## src/alr_pkg.sv

```systemverilog
// ----------------------------------------------------------------------------
// alr_pkg: shared types and constants for the adaptive linear resampler
// Word layout, item control bundle, default parameters, step scale factors.
// ----------------------------------------------------------------------------
package alr_pkg;

    localparam int SAMPLE_W = 16;
    localparam int TUSER_W  = 2;

    localparam int DEF_RING_DEPTH = 4096;
    localparam int DEF_LOW_WATER  = 1024;
    localparam int DEF_FRAC_BITS  = 16;

    localparam int INT_BITS = 4;

    localparam int SCALE_UP   = 101;
    localparam int SCALE_DOWN = 99;
    localparam int SCALE_DIV  = 100;

    localparam int OUT_DEPTH = 8;

    localparam logic ACT_PUSH   = 1'b0;
    localparam logic ACT_RENDER = 1'b1;

    localparam int TU_ACTION   = 0;
    localparam int TU_BATCH    = 1;
    localparam int TU_UNDERRUN = 0;
    localparam int TU_DROPPED  = 1;

    typedef struct packed {
        logic valid;
        logic interp;
        logic underrun;
        logic dropped;
    } t_item_ctl;

    typedef struct packed {
        logic [TUSER_W-1:0]  user;
        logic [SAMPLE_W-1:0] data;
    } t_out_word;

endpackage

```

## src/alr_interp.sv

```systemverilog
// ----------------------------------------------------------------------------
// alr_interp: interpolation pipeline and output queue
// Captures the two ring reads, multiplies, rounds toward zero, queues words.
// ----------------------------------------------------------------------------
module alr_interp #(
    parameter int FRAC_BITS = alr_pkg::DEF_FRAC_BITS
) (
    input  logic                         i_clk,
    input  logic                         i_rst_n,
    input  alr_pkg::t_item_ctl           i_ctl,
    input  logic [FRAC_BITS-1:0]         i_pos,
    input  logic [alr_pkg::SAMPLE_W-1:0] i_rdata,
    output logic                         o_tvalid,
    input  logic                         i_tready,
    output logic [alr_pkg::SAMPLE_W-1:0] o_tdata,
    output logic [alr_pkg::TUSER_W-1:0]  o_tuser
);

    import alr_pkg::*;

    localparam int PROD_W = SAMPLE_W + FRAC_BITS + 2;
    localparam int PTR_W  = $clog2(OUT_DEPTH);
    localparam logic [PROD_W-1:0] BIAS = (PROD_W'(1) << FRAC_BITS) - PROD_W'(1);

    t_item_ctl                  r1_ctl;
    t_item_ctl                  r2_ctl;
    t_item_ctl                  r3_ctl;
    logic [FRAC_BITS-1:0]       r1_pos;
    logic [FRAC_BITS-1:0]       r2_pos;
    logic [SAMPLE_W-1:0]        r2_a;
    logic [SAMPLE_W-1:0]        r3_a;
    logic signed [PROD_W-1:0]   r3_prod;
    logic [SAMPLE_W-1:0]        r_held;
    t_out_word                  r_fifo [OUT_DEPTH];
    logic [PTR_W:0]             r_wp;
    logic [PTR_W:0]             r_rp;

    logic signed [SAMPLE_W:0]   w_diff;
    logic signed [FRAC_BITS:0]  w_posx;
    logic signed [PROD_W-1:0]   w_shift;
    logic [SAMPLE_W-1:0]        w_interp;
    t_out_word                  w_word;

    always_comb begin
        w_diff  = $signed({i_rdata[SAMPLE_W-1], i_rdata}) - $signed({r2_a[SAMPLE_W-1], r2_a});
        w_posx  = $signed({1'b0, r2_pos});
        w_shift = (r3_prod + $signed(r3_prod[PROD_W-1] ? BIAS : '0)) >>> FRAC_BITS;
        w_interp = r3_a + w_shift[SAMPLE_W-1:0];
        w_word.user = '0;
        w_word.user[TU_UNDERRUN] = r3_ctl.underrun;
        w_word.user[TU_DROPPED]  = r3_ctl.dropped;
        if (r3_ctl.interp) begin
            w_word.data = w_interp;
        end else if (r3_ctl.underrun) begin
            w_word.data = r_held;
        end else begin
            w_word.data = '0;
        end
    end

    always_ff @(posedge i_clk) begin
        if (!i_rst_n) begin
            r1_ctl <= '0;
            r2_ctl <= '0;
            r3_ctl <= '0;
            r_held <= '0;
            r_wp   <= '0;
            r_rp   <= '0;
        end else begin
            r1_ctl <= i_ctl;
            r2_ctl <= r1_ctl;
            r3_ctl <= r2_ctl;
            if (r3_ctl.valid) begin
                r_wp <= r_wp + (PTR_W + 1)'(1);
            end
            if (r3_ctl.valid && r3_ctl.interp) begin
                r_held <= w_interp;
            end
            if (o_tvalid && i_tready) begin
                r_rp <= r_rp + (PTR_W + 1)'(1);
            end
        end
    end

    always_ff @(posedge i_clk) begin
        r1_pos  <= i_pos;
        r2_pos  <= r1_pos;
        r2_a    <= i_rdata;
        r3_a    <= r2_a;
        r3_prod <= w_diff * w_posx;
        if (r3_ctl.valid) begin
            r_fifo[r_wp[PTR_W-1:0]] <= w_word;
        end
    end

    assign o_tvalid = (r_wp != r_rp);
    assign o_tdata  = r_fifo[r_rp[PTR_W-1:0]].data;
    assign o_tuser  = r_fifo[r_rp[PTR_W-1:0]].user;

endmodule

```

## config.mk

```make
export PLATFORM = sky130hd
export DESIGN_NAME = alr_interp
export DESIGN_NICKNAME = d
export VERILOG_FILES = /design/src/alr_pkg.sv /design/src/alr_interp.sv
export SDC_FILE = /design/constraint.sdc
export NUM_CORES = 1
export LEC_CHECK = 0
export ABC_AREA = 1
export BUFFER_PORTS_ARGS = -buffer_cell sky130_fd_sc_hd__buf_2
export CORE_MARGIN = 1
export CORE_UTILIZATION = 35
export CTS_CLUSTER_SIZE = 12
export DETAILED_ROUTE_END_ITERATION = 8
export PLACE_DENSITY = 0.62
export SLEW_MARGIN = 5
export SYNTH_ARGS = -nofsm -noshare
export SYNTH_HDL_FRONTEND = slang
export SYNTH_SLANG_ARGS = --single-unit
```

## constraint.sdc

```tcl
create_clock -name i_clk -period 7.8 [get_ports i_clk]
set_input_delay 1.56 -clock i_clk [delete_from_list [all_inputs] [get_ports i_clk]]
set_output_delay 1.56 -clock i_clk [all_outputs]
set_load 0.01 [all_outputs]
```

=== Yosys cells after proc, flatten, opt, wreduce, memory -nomap -nowiden ===
Memories as Yosys holds them, arrays and structs flattened. A register that Yosys moved wholly into a read port is not among the register bits.
Index checks and enable logic that the tools add are counted.

* $mul: 1
* $add $sub $neg: 5
* Shift operators: 0
* Mux-type cells: 7
* Magnitude comparators: 0
* Div/mod/pow operators: 0
* Equality and inequality tests: 1
* Bitwise logic cells: 0
* Reduce and logical (&&, ||, !) cells: 2

{| class="wikitable"
|+ Operator list
! cell !! number
|-
| 16-bit 2-to-1 mux || 3
|-
| 17-bit by 17-bit multiplier with 34-bit output || 1
|-
| 32-bit by 17-bit adder with 32-bit output || 1
|-
| 16-bit by 16-bit subtractor with 17-bit output || 1
|-
| 16-bit adder || 1
|-
| 4-bit by 1-bit adder with 4-bit output (second input constant) || 2
|-
| 3-bit 2-to-1 mux || 2
|-
| 4-bit inequality test || 1
|-
| 1-bit logical AND || 2
|-
| 1-bit 2-to-1 mux || 2
|}

* Bits of input ports: 39
* Bits in read-only memories: 0
* RAM bits: 144
* Memories kept: 1
* Latch bits: 0
* Flip-flop bits (word level): 134

{| class="wikitable"
|+ Memories
! memory !! words !! bits a word !! read ports !! clocked after Yosys merged registers in !! wr ports !! line !! text
|-
| r_fifo || 8 || 18 || 1 || 1 || 1 || alr_interp.sv:34 || <nowiki>t_out_word r_fifo [OUT_DEPTH];</nowiki>
|}

=== Depth between registers and ports, before layout ===
* Word-level depth: 4
* Gate-level depth with buffers: 36

=== Worst setup path before layout ===
OpenSTA, ideal clock, no wires.

* Path kind: input -> register
* From: input port i_rdata[0] in the netlist's numbering
* To: register r3_prod[33]
* Arrival time: 8.122 ns
* Library setup time: 0.124 ns
* Stages: 31
* Path slack: -0.447 ns
* Buffers on the path: 1
* Cell sequence: inv_1 > ha_1 > fa_1 > inv_1 > nand3_1 > nand2_1 > nand3_2 > nand3_2 > a21oi_2 > or2_4 > nand2_8 > nor2_1 > fa_1 > fa_1 > clkbuf_1 > inv_1 > fa_1 > fa_1 > inv_1 > fa_1 > inv_1 > fa_1 > inv_1 > ha_1 > nand2_1 > inv_1 > a21boi_0 > o21ai_0 > a21oi_1 > nand2_1 > xor2_1

* Cells in the longest elaborated chain, start to end: 2

{| class="wikitable"
|+ RTL lines
! element !! line !! text
|-
| start, declared || alr_interp.sv:12 || <nowiki>input logic [alr_pkg::SAMPLE_W-1:0] i_rdata,</nowiki>
|-
| 16-bit by 16-bit subtractor with 17-bit output || alr_interp.sv:45 || <nowiki>w_diff = $signed({i_rdata[SAMPLE_W-1], i_rdata}) - $signed({r2_a[SAMPLE_W-1], r2_a});</nowiki>
|-
| 17-bit by 17-bit multiplier with 34-bit output || alr_interp.sv:90 || <nowiki>r3_prod <= w_diff * w_posx;</nowiki>
|-
| end signal, assigned || alr_interp.sv:90 ||
|-
| end, declared || alr_interp.sv:32 || <nowiki>logic signed [PROD_W-1:0] r3_prod;</nowiki>
|}

No other way between the ends.
A chain may end at the register's enable or synchronous reset.

=== Worst setup path in the final report ===
* From: input port i_rdata[0] in the netlist's numbering
* To: register r3_prod[26]

Same word-level chain as after synthesis.

==> key figures <==
Status
  • Status: complete, no violations

Timing
  • Final Hold Violating Endpoints: 0
  • Fraction of the cycle the final worst path needs: 96.93%
  • Fmax: 132.3 MHz
  • Setup repair after global routing missed its margin: true
  • Final setup fails: 0
  • Final Max Tran Viols: 0
  • Transition at the pin with the smallest max-transition slack: roughly 1.1 ns
  • Min cycle time layout: 7.560 ns
  • Final Hold Slack: 0.3178 ns
  • Slew margin rel.: between 20% and 30%
  • Worst clock skew: between 0.03 and 0.04 ns

Die
  • Core area: 63310 µm²
  • Die Span Y: between 200 and 300 µm
  • Number of rows created at floorplan: between 90 and 100
  • Overall die width: 255.5 µm
  • Top-level port count: 58
  • Starting Density: 35.53%
  • Die ar.: 65280 µm²

Cells and area
  • Final instance count without filler cells: 3643
  • Count of fill cells added during filler insertion: between 6k and 7k
  • Post-route design area: 26850 µm²
  • Fraction of the core area covered by cells at the end of the flow: 42.41%
  • Share of cells above drive strength 1: 16.48%
  • Post-synthesis to final-layout area growth: 19.38%
  • Number of antenna cells inserted: 0
  • Final Net Count: around 3.2k

Global route
  • Grt ovf: 0
  • GR peak layer: met2
  • Wire length of the first global-routing pass: 92.48 mm
  • Largest net degree at the start of global routing: 74
  • Via count of the first global-routing pass: 17.48k
  • Met3 track demand over resource: 2.892%
  • Global-route usage over all layers: between 15 and 20%
  • Initial antenna violation count: 2
  • GR Layer Usage met1: between 20% and 30%
  • Met2 track utilization from global routing: 31.11%

Synthesis
  • Synth Instances: 2527
  • Dominant cell by count in the synthesized netlist: inv_1
  • Synthesized cell area: 22490 µm²
  • Largest area contributor in the synthesized netlist: fa_1
  • Share of the synthesized area in the top cell type: 24.48%
  • Largest cells by area after synthesis: fa_1 24%, edfxtp_1 19%, dfxtp_1 12%
  • Post-Syn Nets: 2977
  • Yosys warning total: 0
  • Synth cell types: 53
  • Number of synthesized register bits: 280
  • Number of enable flip-flop cells after synthesis: 144
  • Share of flip-flops with an asynchronous set or reset: 0%
  • Portion of the post-synthesis area used by sequential elements: 31.33%
  • Ys flop type: edfxtp_1
  • Avg Cell Area, Syn: 8.901 µm²
  • Post-synth top cells: 521 x inv_1, 349 x nor2_1, 312 x nand2_1, 275 x fa_1, 144 x edfxtp_1

Clock tree
  • Number of hold buffers added after cts: 0
  • TritonCTS clock tree: done
  • Max clock buf depth: 3
  • Clock Sinks: 280
  • Clock slew at reported path FFs: 0.06 ns
  • Cts bufs inserted: 34
  • Clock tree root buffer cell: clkbuf_16
  • # H-tree levels: 2
  • Worst-Skew Late Latency: 0.57 ns

Route
  • Number of antenna-violating nets in the routed design: 0
  • Router iterations before antenna repair: 7
  • Via total after detailed routing: 17.20k
  • Number of remaining DRC errors: 0
  • Post-DR vias/cell: 4.720
  • Number of violations reported at the end of detailed-routing iteration 0: 1138
  • Wirelength, routed: approximately 57 mm
  • Average wire length per cell after detail routing: approximately 16 µm

Place
  • Post-placement cell area: ~25000 µm²
  • Number of buffers added on ports: 57
  • Final HPWL from detailed placement: 45.46 mm
  • Total instance count after detailed placement: 3578
  • Final weighted congestion in routability-driven placement: 0.9280

Setup path
  • Category of the most critical setup path: in2reg
  • Maximum fanout encountered on the critical timing path: 5
  • Maximum cell stage delay along the critical path: ~0.59 ns
  • Reg-to-reg critical path startpoint: r2_a[5]
  • Worst Setup End Kind: flop
  • Master of the slowest instance on the critical path: fa_1
  • Endpoint arrival time on the critical path: 8.04 ns
  • Cells on worst reg2reg path: 29
  • Critical path launch point: i_rdata[0]
  • WP data required: around 8.3 ns
  • Startpoint kind of the worst setup timing path: input port
  • Critical path's most frequent cell: fa_1

Hold path
  • Class of the worst hold path: reg2reg
  • Worst min-delay path startpoint: r1_pos[14]
  • Hold Path Depth: 0

Job
  • Count of max-cap constraint violations: 0
-- state kept, by name, summed over array words and instances, names as in the netlist, 16 cells and up, named ones only --
name / cells
r_fifo: 144
r3_prod: 33
r1_pos: 16
r2_a: 16
r2_pos: 16
r3_a: 16
r_held: 16
-- critical path: cells and delay by family --
family | cells | cell delay (ns)
simple gates | 10 | 1.31
fa+ha+maj | 9 | 3.96
xor+xnor | 1 | 0.20
buf+inv | 9 | 0.73
compound gates | 2 | 0.25
-- kinds of logic after synthesis --
| group | share of synthesized area, % |
|---|---|
| xor+xnor | 2.648 |
| flops | 31.33 |
| buf+inv | 10.11 |
| compound gates | 7.326 |
| fa+ha+maj | 32.04 |
| simple gates | 16.54 |
-- placed cells by master (no fill, tap or decap), drive strengths merged, types with 5 or more instances in the layout --
cell type | synthesis | final
inv | 532 | 534
nor2 | 365 | 365
nand2 | 334 | 334
fa | 275 | 275
buf | 12 | 269
edfxtp | 144 | 144
dfxtp | 136 | 136
ha | 136 | 136
o21ai | 135 | 135
nand3 | 125 | 125
a21oi | 89 | 89
clkbuf | 49 | 47
xor2 | 39 | 39
xnor2 | 29 | 29
a31oi | 21 | 21
o22ai | 18 | 18
nor3 | 15 | 15
nand4 | 14 | 14
or2 | 13 | 13
clkinv | 6 | 12
a21o | 11 | 11
o21bai | 8 | 8
bufinv | 0 | 5
a21boi | 5 | 5
-- stage by stage --
stage | TNS, ns | setup slack [ns]
2_1_floorplan | 0 | 0.005904
3_3_place_gp | -5.749 | -0.5962
3_5_place_dp | -6.305 | -0.6009
4_1_cts | 0 | 0.03629
5_1_grt | -0.09139 | -0.02824
6_report | 0 | 0.2397
-- cell type report --
cell class | instances | area (µm²) | share of cell area, %
multi-input cells | 1648 | 13570 | 50.54
flip-flops and latches | 280 | 7048 | 26.25
inverters | 538 | 2033 | 7.572
repair buffers | 269 | 1927 | 7.176
well taps | 846 | 1059 | 3.942
clock buffers | 47 | 960.9 | 3.579
clock inverters | 15 | 252.7 | 0.9412
-- metal layers --
layer,vias up,wire length (µm),part of all wire [%]
met5,-,0,0
met4,0,1480,2.6
met3,88,3158,5.5
met2,408,28040,49
met1,8342,24630,43
li1,8357,-,-
-- final timing paths --
kind                      end  slack (ns)
setup / recovery  r3_prod[26]        0.24
hold / removal     r2_pos[14]        0.32
setup reg to reg  r3_prod[26]        1.02
hold reg to reg    r2_pos[14]        0.32
-- timing repair --
item | in CTS | in global routing
resized for setup | 1 | 78
pin swaps | 0 | 33
buffers inserted | 0 | 3
endpoints found under the setup margin | 1 | 15
Power is left out: the tool's default activity adds up to more than one toggle a clock period on the data nets, which glitch-free logic cannot reach.
