### src/alr_pkg.sv
// ----------------------------------------------------------------------------
// alr_pkg: shared types and constants for the adaptive linear resampler
// Word layout, item control bundle, default parameters, step scale factors.
// ----------------------------------------------------------------------------
package alr_pkg;

    localparam int SAMPLE_W = 16;
    localparam int TUSER_W  = 2;

    localparam int DEF_RING_DEPTH = 4096;
    localparam int DEF_LOW_WATER  = 1024;
    localparam int DEF_FRAC_BITS  = 16;

    localparam int INT_BITS = 4;

    localparam int SCALE_UP   = 101;
    localparam int SCALE_DOWN = 99;
    localparam int SCALE_DIV  = 100;

    localparam int OUT_DEPTH = 8;

    localparam logic ACT_PUSH   = 1'b0;
    localparam logic ACT_RENDER = 1'b1;

    localparam int TU_ACTION   = 0;
    localparam int TU_BATCH    = 1;
    localparam int TU_UNDERRUN = 0;
    localparam int TU_DROPPED  = 1;

    typedef struct packed {
        logic valid;
        logic interp;
        logic underrun;
        logic dropped;
    } t_item_ctl;

    typedef struct packed {
        logic [TUSER_W-1:0]  user;
        logic [SAMPLE_W-1:0] data;
    } t_out_word;

endpackage

### src/alr_step_calc.sv
// ----------------------------------------------------------------------------
// alr_step_calc: base step register and scaled step precompute
// Holds base_step and derives base*1.01 and base*0.99 in registered stages.
// ----------------------------------------------------------------------------
module alr_step_calc #(
    parameter int FRAC_BITS = alr_pkg::DEF_FRAC_BITS,
    localparam int STEP_W = alr_pkg::INT_BITS + FRAC_BITS
) (
    input  logic              i_clk,
    input  logic              i_rst_n,
    input  logic              i_wr,
    input  logic [STEP_W-1:0] i_wdata,
    output logic [STEP_W-1:0] o_base,
    output logic [STEP_W-1:0] o_step_up,
    output logic [STEP_W-1:0] o_step_dn,
    output logic              o_busy
);

    import alr_pkg::*;

    localparam int PROD_W  = STEP_W + 7;
    localparam int QUO_W   = STEP_W + 1;
    localparam int RECIP_W = PROD_W - 6;
    localparam int MUL_W   = PROD_W + RECIP_W;
    localparam logic [63:0] RECIP_FULL = (64'd1 << PROD_W) / 64'(SCALE_DIV);
    localparam logic [RECIP_W-1:0] RECIP = RECIP_W'(RECIP_FULL);
    localparam logic [STEP_W-1:0] STEP_MAX = '1;
    localparam logic [STEP_W-1:0] ONE_STEP = STEP_W'(1) << FRAC_BITS;
    localparam logic [1:0] CAL_CYCLES = 2'd3;

    logic [STEP_W-1:0] r_base;
    logic [1:0]        r_cnt;
    logic [PROD_W-1:0] r_p_up;
    logic [PROD_W-1:0] r_p_dn;
    logic [MUL_W-1:0]  r_m_up;
    logic [MUL_W-1:0]  r_m_dn;
    logic [STEP_W-1:0] r_step_up;
    logic [STEP_W-1:0] r_step_dn;
    logic [STEP_W-1:0] n_step_up;
    logic [STEP_W-1:0] n_step_dn;

    function automatic logic [STEP_W-1:0] fix_quot(input logic [PROD_W-1:0] p,
                                                   input logic [MUL_W-1:0] m);
        logic [QUO_W-1:0]  q;
        logic [PROD_W-1:0] rem;
        q   = QUO_W'(m >> PROD_W);
        rem = p - PROD_W'(q) * PROD_W'(SCALE_DIV);
        if (rem >= PROD_W'(SCALE_DIV)) begin
            q = q + QUO_W'(1);
        end
        if (q > QUO_W'(STEP_MAX)) begin
            return STEP_MAX;
        end
        return q[STEP_W-1:0];
    endfunction

    always_comb begin
        n_step_up = fix_quot(r_p_up, r_m_up);
        n_step_dn = fix_quot(r_p_dn, r_m_dn);
    end

    always_ff @(posedge i_clk) begin
        if (!i_rst_n) begin
            r_base <= ONE_STEP;
            r_cnt  <= CAL_CYCLES;
        end else if (i_wr) begin
            r_base <= i_wdata;
            r_cnt  <= CAL_CYCLES;
        end else if (r_cnt != 2'd0) begin
            r_cnt <= r_cnt - 2'd1;
        end
    end

    always_ff @(posedge i_clk) begin
        r_p_up    <= PROD_W'(r_base) * PROD_W'(SCALE_UP);
        r_p_dn    <= PROD_W'(r_base) * PROD_W'(SCALE_DOWN);
        r_m_up    <= MUL_W'(r_p_up) * MUL_W'(RECIP);
        r_m_dn    <= MUL_W'(r_p_dn) * MUL_W'(RECIP);
        r_step_up <= n_step_up;
        r_step_dn <= n_step_dn;
    end

    assign o_base    = r_base;
    assign o_step_up = r_step_up;
    assign o_step_dn = r_step_dn;
    assign o_busy    = (r_cnt != 2'd0);

endmodule

### config.mk
export PLATFORM = sky130hd
export DESIGN_NAME = alr_step_calc
export DESIGN_NICKNAME = d
export VERILOG_FILES = /design/src/alr_pkg.sv /design/src/alr_step_calc.sv
export SDC_FILE = /design/constraint.sdc
export NUM_CORES = 2
export LEC_CHECK = 0
export BUFFER_PORTS_ARGS = -buffer_cell sky130_fd_sc_hd__buf_2
export CAP_MARGIN = 20
export CORE_MARGIN = 1.5
export CORE_UTILIZATION = 65
export DETAILED_ROUTE_END_ITERATION = 6
export PLACE_DENSITY = 0.82
export SYNTH_ARGS = -nofsm -noshare
export SYNTH_HDL_FRONTEND = slang
export SYNTH_SLANG_ARGS = --single-unit
### constraint.sdc
create_clock -name i_clk -period 7.5 [get_ports i_clk]
set_input_delay 1.125 -clock i_clk [delete_from_list [all_inputs] [get_ports i_clk]]
set_output_delay 1.125 -clock i_clk [all_outputs]
set_load 0.005 [all_outputs]
# After elaboration in Yosys (flattened, before gate mapping)
# Index checks and enable logic that the tools add are counted.
# classes
reduce_logical,2
order_cmp,4
mux,8
mul,6
n_bitwise,1
n_addsub,5
# ops
op,n
multiplier 27 x 21 -> 48 bit (second input constant),2
2-to-1 mux 20 bit,4
>= comparator 27 x 7 -> 1 bit (second input constant),2
multiplier 20 x 7 -> 27 bit (second input constant),2
subtractor 27 bit,2
multiplier 21 x 5 -> 25 bit (second input constant),2
adder 21 x 1 -> 21 bit (second input constant),2
greater-than comparator 21 x 20 -> 1 bit (second input constant),2
2-to-1 mux 21 bit,2
2-to-1 mux 1 bit,2
nonzero test 2 bit,1
OR reduction 2 bit,1
subtractor 2 x 1 -> 2 bit (second input constant),1
inverter 1 bit,1
# word_totals
input_bits,23
output_inout_bits,61
word_cells,34
ff_bits,212

# Longest topological paths before layout
# logic_depth
word_depth,7
ltp_mapped,31
mapped_depth_nobuf,28

# Least setup slack after synthesis
# Ideal clock, no wire load.
# synth_path
path_kind,reg-to-reg
from,reg r_m_dn[30]
to,"reg r_step_dn[17], in the netlist o_step_dn[17]"
path_buffers,2
synth_period_minus_slack_ps,6408
path_stages_with_launch,31
arrival_time_ps,6285
required_ps,7377
setup_time_ps,123
slack_ps,1092
path_cell_list,dfxtp_1 > ha_1 > ha_1 > inv_1 > fa_1 > inv_1 > ha_1 > inv_1 > o21bai_1 > a21oi_1 > o21bai_1 > a21oi_1 > o211ai_1 > a21oi_1 > o311ai_0 > nand4_1 > nor3b_1 > ha_1 > nor2b_1 > a221o_1 > a2111oi_2 > o2111ai_1 > a2111o_1 > nor3_1 > nand4_1 > or4_1 > buf_2 > o31ai_4 > xnor2_2 > buf_6 > nand3_2
# synth_via
elab_chain_cells,7
word_cells_on_any_way,8
cone_classes,2 x add/sub; 1 x mul; 2 x order compare; 3 x mux
# synth_rtl
element,line_no,source
"start, declared",alr_step_calc.sv:36,logic [MUL_W-1:0] r_m_dn;
"start signal, assigned",alr_step_calc.sv:78,r_m_dn <= MUL_W'(r_p_dn) * MUL_W'(RECIP);
multiplier 21 x 5 -> 25 bit,alr_step_calc.sv:47,rem = p - PROD_W'(q) * PROD_W'(SCALE_DIV);
subtractor 27 bit,alr_step_calc.sv:47,
>= comparator 27 x 7 -> 1 bit,alr_step_calc.sv:48,if (rem >= PROD_W'(SCALE_DIV)) begin
2-to-1 mux 21 bit (*),alr_step_calc.sv:48,
greater-than comparator 21 x 20 -> 1 bit,alr_step_calc.sv:51,if (q > QUO_W'(STEP_MAX)) begin
2-to-1 mux 1 bit,alr_step_calc.sv:51,
2-to-1 mux 20 bit (*),alr_step_calc.sv:54,return q[STEP_W-1:0];
"end signal, assigned",alr_step_calc.sv:80,r_step_dn <= n_step_dn;
"end, declared",alr_step_calc.sv:38,logic [STEP_W-1:0] r_step_dn;
# Mark *: on every way between the ends. The rest lies on a longest branch, timed or not.
# A chain may end at the register's enable or synchronous reset.

# Final worst setup path
# layout_path
from,reg r_p_up[9]
to,reg r_m_up[47]
# layout_via
elab_chain_cells,1
# layout_rtl
element,line_no,source
"start, declared",alr_step_calc.sv:33,logic [PROD_W-1:0] r_p_up;
"start signal, assigned",alr_step_calc.sv:75,r_p_up <= PROD_W'(r_base) * PROD_W'(SCALE_UP);
multiplier 27 x 21 -> 48 bit,alr_step_calc.sv:77,r_m_up <= MUL_W'(r_p_up) * MUL_W'(RECIP);
"end signal, assigned",alr_step_calc.sv:77,
"end, declared",alr_step_calc.sv:35,logic [MUL_W-1:0] r_m_up;
# Every way passes these cells.

==> impl_metrics.env <==
export IMPL_vias=25700
export IMPL_cts_tree="yes"
export IMPL_num_antenna_cells=0
export IMPL_num_rows=84
export IMPL_regArea_um2=3140
export IMPL_die_area_um2=55300
export IMPL_clock_skew_ns=0.0172
export IMPL_portBuffers=83
export IMPL_synth_simple_area_share=0.0832
export IMPL_ys_seq_elements=157
export IMPL_clk_latency_ns=0.51
export IMPL_synth_area_leaders="ha_1, fa_1, inv_1"
export IMPL_whs_ns=0.477
export IMPL_critPathKind="reg -> reg"
export IMPL_synth_seq_area_share=0.0897
export IMPL_maxCapViolations=0
export IMPL_wl_per_cell_um=18.6
export IMPL_cp_required_ns=7.89
export IMPL_synth_most_common_cell="inv_1"
export IMPL_hold_viol=0
export IMPL_syn_to_final_growth_pct=5.93
export IMPL_syn_nets=5026
export IMPL_cpPeakStageDelay_ns=0.76
export IMPL_dp_hpwl_um=71900
export IMPL_clk_pin_slew_ns=0.06
export IMPL_cts_buffers_inserted=17
export IMPL_placedCellCount=4438
export IMPL_gp_congestion=0.946
export IMPL_grt_pass1_vias=26900
export IMPL_status="completed"
export IMPL_synthTopCellsByCount="inv_1, ha_1, fa_1, dfxtp_1, a21oi_1"
export IMPL_ios=84
export IMPL_cp_slowest_cell="dfxtp_1"
export IMPL_grt_met2_usage=0.521
export IMPL_dr_pass1_iters=5
export IMPL_synth_mux_area_fraction=0.00990
export IMPL_drc=0
export IMPL_synth_cells=3646
export IMPL_final_antenna_net_count=0
export IMPL_cts_max_path_buffers=2
export IMPL_synth_top_flop_cell="dfxtp_1"
export IMPL_grt_util_all_layers=0.313
export IMPL_post_cts_repair_setup_buffers=0
export IMPL_synthXorXnorAreaFrac=0.0370
export IMPL_grt_pass1_wl_um=137000
export IMPL_synth_compound_gate_area_share=0.0856
export IMPL_crit_chain="fa_1, ha_1, inv_1, fa_1, inv_1, fa_1, inv_1, fa_1, inv_1, fa_1, ha_1, ha_1, a211o_1, a21oi_1, or4_1, o31a_1, a21oi_1, o21bai_1, a211o_1, a21oi_1, o21ai_0, o21ai_0, xnor2_1"
export IMPL_rsz0062_at_grt="false"
export IMPL_final_core_util=0.702
export IMPL_synth_warnings=0
export IMPL_async_flop_share=0
export IMPL_ctsHoldBuffers=0
export IMPL_fill_cells=3813
export IMPL_crit_family="adder cells"
export IMPL_grt_antenna_before_repair=2
export IMPL_top_usage_layer="met2"
export IMPL_worst_slew_pin_slew_ns=0.870
export IMPL_yosysTopAreaCell="ha_1"
export IMPL_path_max_fanout=10
export IMPL_synth_top_family_by_area="adder cells"
export IMPL_cts_resized=0
export IMPL_synth_fa_ha_area_frac=0.593
export IMPL_post_route_period_util=0.934
export IMPL_crit_top_cell="fa_1"
export IMPL_via_per_inst=5.76
export IMPL_fin_nets=5149
export IMPL_synth_edf_count=0
export IMPL_finalSetupViolCount=0
export IMPL_cp_data_arrival_time_ns=7.40
export IMPL_path_buf_inv=4
export IMPL_yosys_area_top_type_share=0.304
export IMPL_multi_input_area_um2=28400
export IMPL_finalSetupTns_ns=0
export IMPL_grt_use_met3=0.0545
export IMPL_grt_overflow=0
export IMPL_drive_gt1_frac=0.0502
export IMPL_grtUsageMet1=0.418
export IMPL_cp_end_kind="flip-flop"
export IMPL_fmaxAchievable_ghz=0.143
export IMPL_finalWirelength_um=83100
export IMPL_synth_area_um2=35000
export IMPL_htree_levels=4
export IMPL_start_util=0.662
export IMPL_fin_crit_ns=7.01
export IMPL_start_kind="flip-flop"
export IMPL_grt_max_degree=37
export IMPL_yosysUniqueCellTypes=80
export IMPL_worst_slew_margin_rel=0.420
export IMPL_stdcell_count=4470
export IMPL_die_x_um=235
export IMPL_die_h_um=235
export IMPL_drt_iter0_drc=1779
export IMPL_hp_class="reg -> reg"
export IMPL_cts_root_buf="clkbuf_16"
export IMPL_core_um2=52900
export IMPL_cts_sinks=157
export IMPL_timing_final_max_slew_violations=0
export IMPL_syn_avg_cell_area_um2=9.61
==> kinds of logic (layout without fill, tap and decap cells) <==
family / Yosys count / in the layout
DFF: 157 / 157
and+or+nand+nor: 565 / 565
buffers and inverters: 937 / 1073
adders and majority gates: 1357 / 1357
muxes: 33 / 33
xor gates and xnor gates: 147 / 147
AOI/OAI and AO/OA: 450 / 450
==> sequential cells by signal (all words and copies together), names as in the netlist <==
register / cells
r_m_dn: 21
r_p_dn: 27
r_m_up: 21
r_p_up: 26
o_base: 20
r_cnt: 2
o_step_dn: 20
o_step_up: 20
==> worst register-to-register path, cell delays in order, from the launching register on <==
cell and delay (ns):
dfxtp_1 0.76, fa_1 0.55, ha_1 0.29, inv_1 0.05
fa_1 0.53, inv_1 0.05, fa_1 0.48, inv_1 0.06
fa_1 0.47, inv_1 0.05, fa_1 0.45, ha_1 0.29
ha_1 0.29, a211o_1 0.13, a21oi_1 0.04, or4_1 0.46
o31a_1 0.15, a21oi_1 0.44, o21bai_1 0.21, a211o_1 0.33
a21oi_1 0.29, o21ai_0 0.18, o21ai_0 0.24, xnor2_1 0.10
==> metal layers <==
layer | up-vias | share of wire
li1 | 12200 | -
met5 | - | 0.00028
met3 | 168 | 0.068
met2 | 807 | 0.48
met4 | 4 | 0.030
met1 | 12600 | 0.43
==> through the flow <==
stage	setup WS, ns	cell area (µm²)
floorplan	1.09	35000
detailed placement	0.342	36500
global placement	0.520	36500
global route	0.121	37100
CTS	0.284	37100
finish	0.491	37100
==> area by class of cell <==
| cell class | count | share of cell area |
|---|---|---|
| Clock buffer | 18 | 0.0116 |
| Clock inverter | 14 | 0.00307 |
| Inverter | 910 | 0.0921 |
| Multi-Input combinational cell | 2552 | 0.764 |
| Sequential cell | 157 | 0.0847 |
| Tap cell | 688 | 0.0232 |
| Timing Repair Buffer | 131 | 0.0209 |
==> path summary, 6_finish.rpt <==
check                               from            endpoint  slack, ns  depth (start not counted)
setup reg to reg       r_p_up[9]$_DFF_P_  r_m_up[47]$_DFF_P_       0.49                         23
hold / removal    o_base[1]$_SDFFE_PN0P_   r_p_up[1]$_DFF_P_       0.48                          0
setup / recovery       r_p_up[9]$_DFF_P_  r_m_up[47]$_DFF_P_       0.49                         23
hold reg to reg   o_base[1]$_SDFFE_PN0P_   r_p_up[1]$_DFF_P_       0.48                          0
==> layout by cell type, fill, tap and decap left out, drive strengths merged, types with 9 or more instances in the layout <==
cell type,netlist,routed
o31ai,21,21
o211ai,13,13
nor2,111,111
a211oi,16,16
clkbuf,15,18
nor4,9,9
buf,12,131
dfxtp,157,157
nand2b,21,21
ha,850,850
nand3,69,69
a211o,9,9
o21bai,13,13
fa,507,507
nand2,113,113
nor3b,11,11
o21a,24,24
xnor2,85,85
inv,910,914
mux2i,29,29
a21oi,117,117
a31oi,17,17
or3,30,30
a21o,56,56
xor2,62,62
and3,21,21
nor2b,55,55
nand4,23,23
o21ai,89,89
or4,13,13
nor3,51,51
and2,16,16
Power is left out: the tool's default activity adds up to more than one toggle a clock period on the data nets, which glitch-free logic cannot reach.
